==> src/rrst_pkg.sv <==
// Shared constants, register codes and slice-unit types for the round-robin
// schedule timing block. Depends on nothing; every other file imports it.
package rrst_pkg;

	localparam int MAX_TASKS_DEF = 32;

	localparam int LABEL_W = 8;
	localparam int BURST_W = 8;
	localparam int TIME_W  = 14;
	localparam int SLICE_W = 8;

	localparam logic [TIME_W-1:0] TIME_MAX = {TIME_W{1'b1}};

	localparam int CFG_IDX_W  = 1;
	localparam int CFG_DATA_W = 8;

	typedef enum logic [CFG_IDX_W-1:0] {
		REG_TIME_SLICE  = 1'b0,
		REG_POLICY_MODE = 1'b1
	} cfg_reg_t;

	localparam logic [SLICE_W-1:0] SLICE_RST  = 8'd2;
	localparam logic               POLICY_FCFS = 1'b0;
	localparam logic               POLICY_RR   = 1'b1;
	localparam logic               POLICY_RST  = POLICY_RR;

	typedef enum logic [1:0] {
		OP_SLICE = 2'b01,
		OP_WAIT  = 2'b10
	} alu_op_t;

	typedef struct packed {
		alu_op_t             op;
		logic                rr_mode;
		logic [SLICE_W-1:0]  quantum;
		logic [BURST_W-1:0]  rem;
		logic [TIME_W-1:0]   clk_now;
		logic [TIME_W-1:0]   fin;
		logic [BURST_W-1:0]  burst;
	} alu_req_t;

	typedef struct packed {
		logic                skip;
		logic                done;
		logic [BURST_W-1:0]  new_rem;
		logic [TIME_W-1:0]   new_clock;
		logic [TIME_W-1:0]   wait_val;
	} alu_rsp_t;

endpackage

==> src/rrst_if.sv <==
// Handshake channel interfaces: task input, result output, register writes.
// Depends on rrst_pkg for field widths.
interface rrst_task_if import rrst_pkg::*; ();
	logic               valid;
	logic               ready;
	logic [LABEL_W-1:0] task_label;
	logic [BURST_W-1:0] burst_length;
	logic               final_task;

	modport source (output valid, output task_label, output burst_length,
		output final_task, input ready);
	modport sink (input valid, input task_label, input burst_length,
		input final_task, output ready);
endinterface

interface rrst_result_if import rrst_pkg::*; ();
	logic               valid;
	logic               ready;
	logic [LABEL_W-1:0] result_label;
	logic [TIME_W-1:0]  wait_time;
	logic [TIME_W-1:0]  finish_time;
	logic [TIME_W-1:0]  schedule_length;
	logic               last_result;

	modport source (output valid, output result_label, output wait_time,
		output finish_time, output schedule_length, output last_result, input ready);
	modport sink (input valid, input result_label, input wait_time,
		input finish_time, input schedule_length, input last_result, output ready);
endinterface

interface rrst_cfg_if import rrst_pkg::*; ();
	logic                  valid;
	logic                  ready;
	logic [CFG_IDX_W-1:0]  index;
	logic [CFG_DATA_W-1:0] data;

	modport source (output valid, output index, output data, input ready);
	modport sink (input valid, input index, input data, output ready);
endinterface

==> src/rrst_slice_alu.sv <==
// Shared slice unit: one quantum clamp, one saturating time adder and one
// subtractor, reused for every slice and every waiting-time figure. Uses rrst_pkg.
module rrst_slice_alu import rrst_pkg::*; (
	input  alu_req_t req,
	output alu_rsp_t rsp
);

	logic [SLICE_W-1:0] q_eff;
	logic [BURST_W-1:0] run;
	logic [TIME_W:0]    sub_a;
	logic [TIME_W:0]    sub_b;
	logic [TIME_W:0]    diff;
	logic [TIME_W:0]    sum;

	always_comb begin
		// a zero quantum counts as one unit
		q_eff = (req.quantum == '0) ? SLICE_W'(1) : req.quantum;
		run   = (req.rr_mode && (req.rem > q_eff)) ? q_eff : req.rem;

		if (req.op == OP_WAIT) begin
			sub_a = {1'b0, req.fin};
			sub_b = (TIME_W+1)'(req.burst);
		end else begin
			sub_a = (TIME_W+1)'(req.rem);
			sub_b = (TIME_W+1)'(run);
		end
		diff = sub_a - sub_b;
		sum  = {1'b0, req.clk_now} + (TIME_W+1)'(run);

		rsp.skip      = req.rr_mode && (req.rem == '0);
		rsp.new_rem   = diff[BURST_W-1:0];
		rsp.done      = (diff[BURST_W-1:0] == '0);
		rsp.new_clock = (sum > {1'b0, TIME_MAX}) ? TIME_MAX : sum[TIME_W-1:0];
		rsp.wait_val  = diff[TIME_W] ? '0 : diff[TIME_W-1:0];
	end

endmodule

==> src/rrst_ring.sv <==
// Circular ready ring: a FIFO memory of task index and remaining burst,
// one push and one registered pop per cycle. Uses rrst_pkg.
module rrst_ring import rrst_pkg::*; #(
	parameter int DEPTH  = MAX_TASKS_DEF,
	parameter int DATA_W = 13
) (
	input  logic                        clk,
	input  logic                        arst_n,
	input  logic                        push,
	input  logic [DATA_W-1:0]           push_data,
	input  logic                        pop,
	output logic [DATA_W-1:0]           pop_data,
	output logic [$clog2(DEPTH+1)-1:0]  count
);

	localparam int PW    = (DEPTH > 1) ? $clog2(DEPTH) : 1;
	localparam int CNT_W = $clog2(DEPTH+1);

	logic [DATA_W-1:0] mem [DEPTH];
	logic [DATA_W-1:0] pop_data_q;
	logic [PW-1:0]     head_q;
	logic [PW-1:0]     tail_q;
	logic [CNT_W-1:0]  count_q;

	function automatic logic [PW-1:0] wrap_inc(input logic [PW-1:0] p);
		wrap_inc = (p == PW'(DEPTH-1)) ? '0 : p + PW'(1);
	endfunction

	always_ff @(posedge clk) begin
		if (push) begin
			mem[tail_q] <= push_data;
		end
		if (pop) begin
			pop_data_q <= mem[head_q];
		end
	end

	always_ff @(posedge clk or negedge arst_n) begin
		if (!arst_n) begin
			head_q  <= '0;
			tail_q  <= '0;
			count_q <= '0;
		end else begin
			if (push) begin
				tail_q <= wrap_inc(tail_q);
			end
			if (pop) begin
				head_q <= wrap_inc(head_q);
			end
			case ({push, pop})
				2'b10:   count_q <= count_q + CNT_W'(1);
				2'b01:   count_q <= count_q - CNT_W'(1);
				default: count_q <= count_q;
			endcase
		end
	end

	assign pop_data = pop_data_q;
	assign count    = count_q;

endmodule

==> src/rrst_task_store.sv <==
// Per-task memories: label, burst and finish time, one write port and
// one registered read port each. Uses rrst_pkg.
module rrst_task_store import rrst_pkg::*; #(
	parameter int DEPTH = MAX_TASKS_DEF,
	parameter int IW    = 5
) (
	input  logic               clk,
	input  logic               ld_en,
	input  logic [IW-1:0]      ld_addr,
	input  logic [LABEL_W-1:0] ld_label,
	input  logic [BURST_W-1:0] ld_burst,
	input  logic               fin_wr_en,
	input  logic [IW-1:0]      fin_wr_addr,
	input  logic [TIME_W-1:0]  fin_wr_data,
	input  logic               rd_en,
	input  logic [IW-1:0]      rd_addr,
	output logic [LABEL_W-1:0] rd_label,
	output logic [BURST_W-1:0] rd_burst,
	output logic [TIME_W-1:0]  rd_fin
);

	logic [LABEL_W-1:0] label_mem  [DEPTH];
	logic [BURST_W-1:0] burst_mem  [DEPTH];
	logic [TIME_W-1:0]  finish_mem [DEPTH];

	logic [LABEL_W-1:0] rd_label_q;
	logic [BURST_W-1:0] rd_burst_q;
	logic [TIME_W-1:0]  rd_fin_q;

	always_ff @(posedge clk) begin
		if (ld_en) begin
			label_mem[ld_addr] <= ld_label;
			burst_mem[ld_addr] <= ld_burst;
		end
		// a freshly loaded task finishes at zero until the walk says otherwise
		if (ld_en) begin
			finish_mem[ld_addr] <= '0;
		end else if (fin_wr_en) begin
			finish_mem[fin_wr_addr] <= fin_wr_data;
		end
		if (rd_en) begin
			rd_label_q <= label_mem[rd_addr];
			rd_burst_q <= burst_mem[rd_addr];
			rd_fin_q   <= finish_mem[rd_addr];
		end
	end

	assign rd_label = rd_label_q;
	assign rd_burst = rd_burst_q;
	assign rd_fin   = rd_fin_q;

endmodule

==> src/round_robin_schedule_timing_unit.sv <==
// Top level of the round-robin / FCFS schedule timing block: sequencer,
// registers and result register. Uses rrst_pkg, rrst_if, rrst_ring,
// rrst_task_store and rrst_slice_alu.
//
// Usage:
//   task_chan   - one transaction per task (label, burst, final flag). Tasks
//                 load at one per cycle; a task beyond MAX_TASKS is dropped.
//   cfg_chan    - register writes (index 0 time slice, 1 policy mode), always
//                 ready; write them only while no task set is in flight.
//   result_chan - one transaction per held task, in load order, after the
//                 transaction carrying final_task = 1.
// Timing: after the final task the block is not ready while it walks the
// schedule: each ring turn is a pop from the ring memory (S_POP) and then
// a pass through the slice unit (S_SLICE), per slice in round robin or per
// task in FCFS; each result is then a task memory read (S_EMIT_RD) and then
// a load of the result register (S_EMIT). A turn needs its own pop state
// because the ring memory's single read port is registered.
// Reset: clears the sequencer, task count, ring pointers and registers
// (time slice 2, round robin). Memories are not cleared.
// Stalls: the result register holds while result_chan.ready is low and the
// sequencer waits; a new set can load while the last result is still held.
module round_robin_schedule_timing_unit import rrst_pkg::*; #(
	parameter int MAX_TASKS = MAX_TASKS_DEF
) (
	input logic            clk,
	input logic            arst_n,
	rrst_task_if.sink      task_chan,
	rrst_result_if.source  result_chan,
	rrst_cfg_if.sink       cfg_chan
);

	localparam int IW      = (MAX_TASKS > 1) ? $clog2(MAX_TASKS) : 1;
	localparam int CW      = $clog2(MAX_TASKS+1);
	localparam int ENTRY_W = IW + BURST_W;

	typedef enum logic [4:0] {
		S_LOAD    = 5'b00001,
		S_POP     = 5'b00010,
		S_SLICE   = 5'b00100,
		S_EMIT_RD = 5'b01000,
		S_EMIT    = 5'b10000
	} state_t;

	state_t             state_q;
	logic [CW-1:0]      task_count_q;
	logic [TIME_W-1:0]  clock_q;
	logic [IW-1:0]      emit_idx_q;
	logic [SLICE_W-1:0] slice_q;
	logic               policy_q;

	logic               out_valid_q;
	logic [LABEL_W-1:0] out_label_q;
	logic [TIME_W-1:0]  out_wait_q;
	logic [TIME_W-1:0]  out_fin_q;
	logic [TIME_W-1:0]  out_len_q;
	logic               out_last_q;

	logic               task_acc;
	logic               store_ok;
	logic               ld_en;
	logic [IW-1:0]      ld_addr;

	logic               ring_push;
	logic [ENTRY_W-1:0] ring_push_data;
	logic               ring_pop;
	logic [ENTRY_W-1:0] ring_rd;
	logic [CW-1:0]      ring_count;
	logic [IW-1:0]      ring_idx;
	logic [BURST_W-1:0] ring_rem;

	logic               fin_wr_en;
	logic               st_rd_en;
	logic [LABEL_W-1:0] st_label;
	logic [BURST_W-1:0] st_burst;
	logic [TIME_W-1:0]  st_fin;

	alu_req_t           alu_req;
	alu_rsp_t           alu_rsp;

	logic               out_free;
	logic               emit_load;
	logic               emit_last;
	logic               slice_requeue;

	// task input: ready only while loading a set
	assign task_chan.ready = (state_q == S_LOAD);
	assign task_acc        = task_chan.valid & task_chan.ready;
	assign store_ok        = (task_count_q < CW'(MAX_TASKS));
	assign ld_en           = task_acc & store_ok;
	assign ld_addr         = task_count_q[IW-1:0];

	// ring entry: task index above, remaining burst below
	assign ring_idx = ring_rd[ENTRY_W-1:BURST_W];
	assign ring_rem = ring_rd[BURST_W-1:0];

	always_comb begin
		alu_req.op      = (state_q == S_EMIT) ? OP_WAIT : OP_SLICE;
		alu_req.rr_mode = (policy_q == POLICY_RR);
		alu_req.quantum = slice_q;
		alu_req.rem     = ring_rem;
		alu_req.clk_now = clock_q;
		alu_req.fin     = st_fin;
		alu_req.burst   = st_burst;
	end

	// requeue an unfinished task at the tail; drop zero-burst round-robin tasks
	assign slice_requeue = (state_q == S_SLICE) & ~alu_rsp.skip & ~alu_rsp.done;
	assign fin_wr_en     = (state_q == S_SLICE) & ~alu_rsp.skip & alu_rsp.done;

	always_comb begin
		if (state_q == S_LOAD) begin
			ring_push      = ld_en;
			ring_push_data = {ld_addr, task_chan.burst_length};
		end else begin
			ring_push      = slice_requeue;
			ring_push_data = {ring_idx, alu_rsp.new_rem};
		end
	end

	assign ring_pop  = (state_q == S_POP);
	assign st_rd_en  = (state_q == S_EMIT_RD);
	assign out_free  = ~out_valid_q | result_chan.ready;
	assign emit_load = (state_q == S_EMIT) & out_free;
	assign emit_last = ((CW'(emit_idx_q) + CW'(1)) == task_count_q);

	rrst_ring #(
		.DEPTH  (MAX_TASKS),
		.DATA_W (ENTRY_W)
	) u_ring (
		.clk       (clk),
		.arst_n    (arst_n),
		.push      (ring_push),
		.push_data (ring_push_data),
		.pop       (ring_pop),
		.pop_data  (ring_rd),
		.count     (ring_count)
	);

	rrst_task_store #(
		.DEPTH (MAX_TASKS),
		.IW    (IW)
	) u_store (
		.clk         (clk),
		.ld_en       (ld_en),
		.ld_addr     (ld_addr),
		.ld_label    (task_chan.task_label),
		.ld_burst    (task_chan.burst_length),
		.fin_wr_en   (fin_wr_en),
		.fin_wr_addr (ring_idx),
		.fin_wr_data (alu_rsp.new_clock),
		.rd_en       (st_rd_en),
		.rd_addr     (emit_idx_q),
		.rd_label    (st_label),
		.rd_burst    (st_burst),
		.rd_fin      (st_fin)
	);

	rrst_slice_alu u_alu (
		.req (alu_req),
		.rsp (alu_rsp)
	);

	// sequencer
	always_ff @(posedge clk or negedge arst_n) begin
		if (!arst_n) begin
			state_q      <= S_LOAD;
			task_count_q <= '0;
			clock_q      <= '0;
			emit_idx_q   <= '0;
		end else begin
			case (state_q)
				S_LOAD: begin
					if (ld_en) begin
						task_count_q <= task_count_q + CW'(1);
					end
					if (task_acc && task_chan.final_task) begin
						clock_q <= '0;
						state_q <= S_POP;
					end
				end
				S_POP: begin
					state_q <= S_SLICE;
				end
				S_SLICE: begin
					if (!alu_rsp.skip) begin
						clock_q <= alu_rsp.new_clock;
					end
					// ring count already reflects this turn's pop
					if ((ring_count == '0) && !slice_requeue) begin
						emit_idx_q <= '0;
						state_q    <= S_EMIT_RD;
					end else begin
						state_q <= S_POP;
					end
				end
				S_EMIT_RD: begin
					state_q <= S_EMIT;
				end
				S_EMIT: begin
					if (emit_load) begin
						if (emit_last) begin
							task_count_q <= '0;
							state_q      <= S_LOAD;
						end else begin
							emit_idx_q <= emit_idx_q + IW'(1);
							state_q    <= S_EMIT_RD;
						end
					end
				end
				default: begin
					state_q <= S_LOAD;
				end
			endcase
		end
	end

	// configuration registers
	assign cfg_chan.ready = 1'b1;

	always_ff @(posedge clk or negedge arst_n) begin
		if (!arst_n) begin
			slice_q  <= SLICE_RST;
			policy_q <= POLICY_RST;
		end else if (cfg_chan.valid) begin
			case (cfg_reg_t'(cfg_chan.index))
				REG_TIME_SLICE:  slice_q  <= cfg_chan.data[SLICE_W-1:0];
				REG_POLICY_MODE: policy_q <= cfg_chan.data[0];
				default:         slice_q  <= slice_q;
			endcase
		end
	end

	// result register: hold while the receiver stalls
	always_ff @(posedge clk or negedge arst_n) begin
		if (!arst_n) begin
			out_valid_q <= 1'b0;
		end else if (emit_load) begin
			out_valid_q <= 1'b1;
		end else if (result_chan.ready) begin
			out_valid_q <= 1'b0;
		end
	end

	always_ff @(posedge clk) begin
		if (emit_load) begin
			out_label_q <= st_label;
			out_wait_q  <= alu_rsp.wait_val;
			out_fin_q   <= st_fin;
			out_len_q   <= clock_q;
			out_last_q  <= emit_last;
		end
	end

	assign result_chan.valid           = out_valid_q;
	assign result_chan.result_label    = out_label_q;
	assign result_chan.wait_time       = out_wait_q;
	assign result_chan.finish_time     = out_fin_q;
	assign result_chan.schedule_length = out_len_q;
	assign result_chan.last_result     = out_last_q;

endmodule

==> src/flat_wrapper.sv <==
// flat-port wrapper written by rule: the top's interface ports become plain ports
module round_robin_schedule_timing_unit_flat import rrst_pkg::*;
#(
	parameter int MAX_TASKS = MAX_TASKS_DEF
)
  (clk, arst_n, task_chan_valid, task_chan_task_label, task_chan_burst_length, task_chan_final_task, task_chan_ready, result_chan_valid, result_chan_result_label, result_chan_wait_time, result_chan_finish_time, result_chan_schedule_length, result_chan_last_result, result_chan_ready, cfg_chan_valid, cfg_chan_index, cfg_chan_data, cfg_chan_ready);
  rrst_task_if task_chan_i ();
  rrst_result_if result_chan_i ();
  rrst_cfg_if cfg_chan_i ();
  input logic clk;
  input logic arst_n;
  input wire logic [$bits(task_chan_i.valid)-1:0] task_chan_valid;
  input wire logic [$bits(task_chan_i.task_label)-1:0] task_chan_task_label;
  input wire logic [$bits(task_chan_i.burst_length)-1:0] task_chan_burst_length;
  input wire logic [$bits(task_chan_i.final_task)-1:0] task_chan_final_task;
  output wire logic [$bits(task_chan_i.ready)-1:0] task_chan_ready;
  output wire logic [$bits(result_chan_i.valid)-1:0] result_chan_valid;
  output wire logic [$bits(result_chan_i.result_label)-1:0] result_chan_result_label;
  output wire logic [$bits(result_chan_i.wait_time)-1:0] result_chan_wait_time;
  output wire logic [$bits(result_chan_i.finish_time)-1:0] result_chan_finish_time;
  output wire logic [$bits(result_chan_i.schedule_length)-1:0] result_chan_schedule_length;
  output wire logic [$bits(result_chan_i.last_result)-1:0] result_chan_last_result;
  input wire logic [$bits(result_chan_i.ready)-1:0] result_chan_ready;
  input wire logic [$bits(cfg_chan_i.valid)-1:0] cfg_chan_valid;
  input wire logic [$bits(cfg_chan_i.index)-1:0] cfg_chan_index;
  input wire logic [$bits(cfg_chan_i.data)-1:0] cfg_chan_data;
  output wire logic [$bits(cfg_chan_i.ready)-1:0] cfg_chan_ready;
  assign task_chan_i.valid = task_chan_valid;
  assign task_chan_i.task_label = task_chan_task_label;
  assign task_chan_i.burst_length = task_chan_burst_length;
  assign task_chan_i.final_task = task_chan_final_task;
  assign task_chan_ready = task_chan_i.ready;
  assign result_chan_valid = result_chan_i.valid;
  assign result_chan_result_label = result_chan_i.result_label;
  assign result_chan_wait_time = result_chan_i.wait_time;
  assign result_chan_finish_time = result_chan_i.finish_time;
  assign result_chan_schedule_length = result_chan_i.schedule_length;
  assign result_chan_last_result = result_chan_i.last_result;
  assign result_chan_i.ready = result_chan_ready;
  assign cfg_chan_i.valid = cfg_chan_valid;
  assign cfg_chan_i.index = cfg_chan_index;
  assign cfg_chan_i.data = cfg_chan_data;
  assign cfg_chan_ready = cfg_chan_i.ready;
  round_robin_schedule_timing_unit #(.MAX_TASKS(MAX_TASKS)) u_core (.clk(clk), .arst_n(arst_n), .task_chan(task_chan_i), .result_chan(result_chan_i), .cfg_chan(cfg_chan_i));
endmodule
==> config.mk <==
export PLATFORM = sky130hd
export DESIGN_NAME = round_robin_schedule_timing_unit_flat
export DESIGN_NICKNAME = d
export VERILOG_FILES = /design/src/rrst_pkg.sv /design/src/rrst_if.sv /design/src/rrst_slice_alu.sv /design/src/rrst_ring.sv /design/src/rrst_task_store.sv /design/src/round_robin_schedule_timing_unit.sv /design/src/flat_wrapper.sv
export SDC_FILE = /design/constraint.sdc
export NUM_CORES = 2
export LEC_CHECK = 0
export BUFFER_PORTS_ARGS = -buffer_cell sky130_fd_sc_hd__buf_2
export CAP_MARGIN = 0
export CORE_MARGIN = 2
export CORE_UTILIZATION = 43
export DETAILED_ROUTE_END_ITERATION = 7
export PLACE_DENSITY_LB_ADDON = 0.08
export SLEW_MARGIN = 30
export SYNTH_ARGS = -nofsm -noshare
export SYNTH_HDL_FRONTEND = slang
export SYNTH_HIERARCHICAL = 1
export SYNTH_SLANG_ARGS = --single-unit
export TNS_END_PERCENT = 100
==> constraint.sdc <==
create_clock -name clk -period 7.7 [get_ports clk]
set_clock_uncertainty 0.15 [all_clocks]
set_input_delay 0.77 -clock clk [delete_from_list [all_inputs] [get_ports clk]]
set_output_delay 0.77 -clock clk [all_outputs]
set_load 0.05 [all_outputs]
After elaboration in Yosys (flattened, before gate mapping)
Memory sizes are Yosys's and may differ from the RTL's. A register that Yosys moved wholly into a read port is not among the register bits.
Cells that the tools add are included.
{ "op_classes": {"order_cmp": 3, "n_eq_ne": 18, "muxes": 39, "n_bitwise": 11, "reduce_logical": 21, "n_addsub": 9} }
{ "op_table": {"columns": ["cell", "n"], "rows": [
  ["$mux 14", 5],
  ["$mux 5", 8],
  ["$pmux 14 s2", 1],
  ["$pmux 5 s5", 1],
  ["$logic_not 8->1", 3],
  ["$mux 8", 3],
  ["$pmux 6 s2", 2],
  ["$mux 6", 3],
  ["$add 14x8->15", 1],
  ["$add 5x1->5 const B", 3],
  ["$eq 5x5->1 const B", 3],
  ["$gt 15x14->1 const B", 1],
  ["$sub 15x15->15", 1],
  ["$reduce_or 14->1", 1],
  ["$mux 13", 1],
  ["$add 6x1->6 const B", 2],
  ["$mux 1", 11],
  ["$ne 2x2->1 const B", 5],
  ["$pmux 5 s2", 1],
  ["$reduce_bool 2->1", 5],
  ["$gt 8x8->1", 1],
  ["$mux 4", 2],
  ["$reduce_and 4->1", 2],
  ["$add 5x1->6 const B", 1],
  ["other kinds (19)", 34]
]} }
{ "word_totals": {"elab_cells": 120, "mem_bits_rw": 1376, "input_bits": 31, "memories": 4, "out_inout_bits": 54, "ff_bits": 107} }
{ "mem_list": {"columns": ["name", "words", "word_bits", "rd", "rd_clocked_by_memory_dff", "write_ports", "line", "rtl"], "rows": [
  ["u_core.u_store.finish_mem", 32, 14, 1, 1, 1, "rrst_task_store.sv:24", "logic [TIME_W-1:0] finish_mem [DEPTH];"],
  ["u_core.u_ring.mem", 32, 13, 1, 1, 1, "rrst_ring.sv:19", "logic [DATA_W-1:0] mem [DEPTH];"],
  ["u_core.u_store.burst_mem", 32, 8, 1, 1, 1, "rrst_task_store.sv:23", "logic [BURST_W-1:0] burst_mem [DEPTH];"],
  ["u_core.u_store.label_mem", 32, 8, 1, 1, 1, "rrst_task_store.sv:22", "logic [LABEL_W-1:0] label_mem [DEPTH];"]
]} }

Logic depth before layout (Yosys ltp)
{ "depth": {"ltp_word": 14, "mapped_depth": 29, "mapped_depth_nobuf": 27} }

Modules after synthesis
Netlist, hierarchy kept.
{ "modules_own_cells": {"columns": ["module", "area_per_inst_um2", "seq_area_each_um2", "cells_per_inst", "n_inst"], "rows": [
  ["rrst_task_store", 38779.7, 29728.5, 2196, 1],
  ["rrst_ring", 17858.4, 13282.7, 1041, 1],
  ["round_robin_schedule_timing_unit", 3667.3, 2536.2, 291, 1],
  ["rrst_slice_alu", 1742.9, 0.0, 273, 1]
]} }

Least setup slack after synthesis
OpenSTA, ideal clock, no wires.
{ "synth_timing": {"path_type": "register -> register", "from": "reg u_core.slice_q[2]", "to": "mem u_core.u_store.finish_mem[10][0] (enable)", "required_time_ns": 7.166, "synth_period_minus_slack_ns": 6.080, "t_arrival_ns": 5.546, "setup_slack_ns": 1.620, "path_stages_with_launch": 23, "cell_sequence": "dfrtp_1 > nor4_1 > a41o_1 > ha_1 > inv_1 > a21o_1 > a311oi_1 > nor3_1 > o31ai_1 > ha_1 > inv_1 > fa_1 > a21o_1 > a221oi_1 > xnor2_1 > nor4_1 > nor3b_1 > nor2b_1 > buf_2 > mux2i_2 > nor2b_1 > nand2_1 > nor2_1"} }
{ "synth_rtl": {"columns": ["item", "line", "rtl"], "rows": [
  ["from (decl)", "round_robin_schedule_timing_unit.sv:48", "logic [SLICE_W-1:0] slice_q;"],
  ["from (signal assigned)", "round_robin_schedule_timing_unit.sv:226", "REG_TIME_SLICE: slice_q <= cfg_chan.data[SLICE_W-1:0];"],
  ["from (signal assigned)", "round_robin_schedule_timing_unit.sv:228", "default: slice_q <= slice_q;"],
  ["to (decl)", "rrst_task_store.sv:24", null]
]} }

==> flow_summary.ini <==
[cells_and_area]
most-common-layout-cells = edfxtp_1, mux2i_1, nand2_1, clkbuf_16, nand3_1
finalNetCount = 4072
final_common_cell = edfxtp_1
finalNonFillerCells = 6046
drive_gt1_share_pct = 13.59
area_delta_synth_final_pct = 12.92

[setup_path]
path_class = flip-flop to flip-flop
worst_ep_required_time_ps = 8040
path_max_fanout = 20
start_kind = flip-flop
path_delay_family = simple AND/OR/NAND/NOR gates
crit_path_end_kind = flip-flop
slowest_stage = nor4_1
cp_data_arrival_time_ps = 7220
cpPeakStageDelay_ps = 490
cp_cell_sequence = nor4_1, a41o_1, ha_1, nand4_1, or2_2, and3_1, a21oi_1, o31ai_1, ha_1, inv_1, fa_1, a21o_1, a21oi_1, xor2_1, o211ai_1, nor4_1, nor3b_1, nor2b_1, buf_4, mux2i_1, nor2b_1, nand2_1, nor2_1, buf_4
path_buf_inv = 3

[yosys]
synth.ff_latch_count = 1526
yosys.area_share.simple_pct = 5.497
syn-num-nets = 3870
syn_inst = 3801
async_flop_share_pct = 3.670
syn_area_per_cell_um2 = 16.32
syn_area_um2 = 62050
yosys_warnings = 6
synth_cell_types = 82
synth_seq_area_share_pct = 73.41
synth_enable_flop_cells = 1470
synth-xor-area-share_pct = 0.3388
synth_top_area_share_pct = 71.14
synth_top_family_by_area = multiplexers
ys_top_cells_by_area = edfxtp_1, mux2i_1, dfrtp_1, a22oi_1, nand2_1
synth_compound_area_share_pct = 5.896
yosys_most_used_dff = edfxtp_1
synth_mux_area_share_pct = 11.53
synth_fa_ha_area_share_pct = 0.7905
synth.largest_area_cell = edfxtp_1

[global_route]
grt_pass1_vias = 32820
track_usage_pct = 21.96
overflow = 0
antenna_found_initial = 7
grt_max_degree = 121
grt_first_pass_wirelength_um = 234100

[drt]
first_iter_violations = 2896
first_pass_iters = 5
drcViolationCount = 0
postRouteAntennaNets = 0
wl_um = 162400
wl_per_cell_um = 26.87
viasPerCell = 5.559
via_count = 33610

[placement]
dp_hpwl_um = 99060
dpl_worst_slack_ps = 988.3
dp_cells = 5740
io_buffers = 83
gp_congestion = 0.8230

[sta]
period_needed_ps = 6882
tns_ps = 0
final_hold_viol_count = 0
maxSlewViolCount = 0
fin_crit_sh_pct = 89.38
tightest_slew_ps = 1007
finalSetupViolCount = 0
fmax_mhz = 145.3
rsz0062_at_grt = no
slew-limit-headroom_pct = 32.87
setup_ws_ps = 817.7

[clock_tree]
hold_buffers = 0
htree_levels = 4
insertion_delay_ps = 790
max-clock-path-buffers = 3
cts.sinks = 1526
cts-root-buf = clkbuf_16
cts.repair.resized = 0
cts_made_buffers = 164
post_cts_buffers = 0
clkTransAtPathRegs_ps = 60
cts_tree = yes

[min_path]
hold_class = input pin to async pin

[die]
die_area_um2 = 147400
core_um2 = 143500
die_h_um = 383.9
start_util_pct = 43.24
ios = 85
fp.dieW_um = 383.9
core.rowCount = 139

[power_and_ir_drop]
ir_drop_v = 0.0003557
power_density_nw_per_um2 = 308.7
p_leak_uw = 0.02218

[run]
cap_violations = 0

[run_status]
status = completed
[cell type report]
cell class,count,area [um^2]
Clock buffer,222,4438
Antenna cell,1,2.502
Clock inverter,83,733.2
Fill cell,12170,73410
Multi-Input combinational cell,2039,15160
Tap cell,1903,2381
Timing Repair Buffer,243,1692
Inverter,29,108.9
Sequential cell,1526,45550
[report_power, final]
group | internal [uW] | switching [uW] | total [uW]
clock | 4420 | 3180 | 7590
combinational | 1050 | 2720 | 3780
sequential | 10000 | 232 | 10300
total | 15500 | 6130 | 21600
[final timing paths]
path | from | end | slack, ps | depth (start not counted)
setup / recovery | u_core/slice_q[2] | u_core/u_store/finish_mem[22][10] | 820 | 24
hold / removal | arst_n | u_core/clock_q[11] | 70 | 2
setup reg to reg | u_core/slice_q[2] | u_core/u_store/finish_mem[22][10] | 820 | 24
hold reg to reg | u_core/u_store/rd_label[3] | u_core/result_chan.result_label[3] | 270 | 0
max in group asynchronous | arst_n | u_core/emit_idx_q[0] | 6670 | 2
min in group clk | cfg_chan_data[0] | u_core/slice_q[0] | 90 | 2
[cells by family (layout without fill, tap and decap cells)]
logic type | after synthesis | in the layout
AOI/OAI and AO/OA | 532 | 532
xor gates and xnor gates | 24 | 24
adders and majority gates | 38 | 38
buffers and inverters | 236 | 577
DFF | 1526 | 1526
muxes | 712 | 712
other | 1 | 2
and+or+nand+nor | 732 | 732
[sequential cells by signal, summed over array words and instances (netlist names), 5 cells and up]
register,flops
u_core/u_ring/count,6
u_core/u_store/rd_burst,8
u_core/u_store/rd_label,8
u_core/u_store/finish_mem,448
u_core/result_chan.wait_time,14
u_core/result_chan.result_label,8
u_core/u_ring/mem,416
u_core/u_store/label_mem,256
u_core/u_store/rd_fin,14
u_core/u_ring/tail_q,5
u_core/result_chan.schedule_length,14
u_core/task_count_q,6
u_core/u_ring/head_q,5
u_core/emit_idx_q,5
u_core/slice_q,8
u_core/state_q,5
u_core/u_ring/pop_data,13
u_core/u_store/burst_mem,256
u_core/clock_q,14
u_core/result_chan.finish_time,14
[per-stage QoR]
stage	instance area (um^2)	utilization, %	power (uW)	hold slack, ps
2_1_floorplan	62050	-	12670	250.3
3_3_place_gp	64840	45.19	14200	254.6
5_1_grt	70060	48.83	22430	66.99
6_report	70070	48.83	21630	69.49
3_5_place_dp	64880	45.22	14240	255.4
4_1_cts	70060	48.83	21850	42.48
[metal layers]
metal / routed length, um / track usage, % / vias to the layer above
met3: 6360 / 2.824 / 207
met5: 10 / 0 / -
li1: - / - / 15300
met1: 73350 / 30.92 / 17350
met4: 3582 / 5.853 / 2
met2: 79140 / 36.03 / 749
[synthesized netlist by cell type (all sizes together), types with 28 or more instances]
master / instances
a21oi: 148
a22o: 88
a22oi: 144
a31oi: 50
buf: 135
clkbuf: 72
dfrtp: 53
edfxtp: 1470
ha: 36
inv: 28
mux2i: 694
nand2: 254
nand3: 155
nor2: 128
nor3: 67
o21ai: 28
Note: power is estimated with default switching activity, not from simulation.
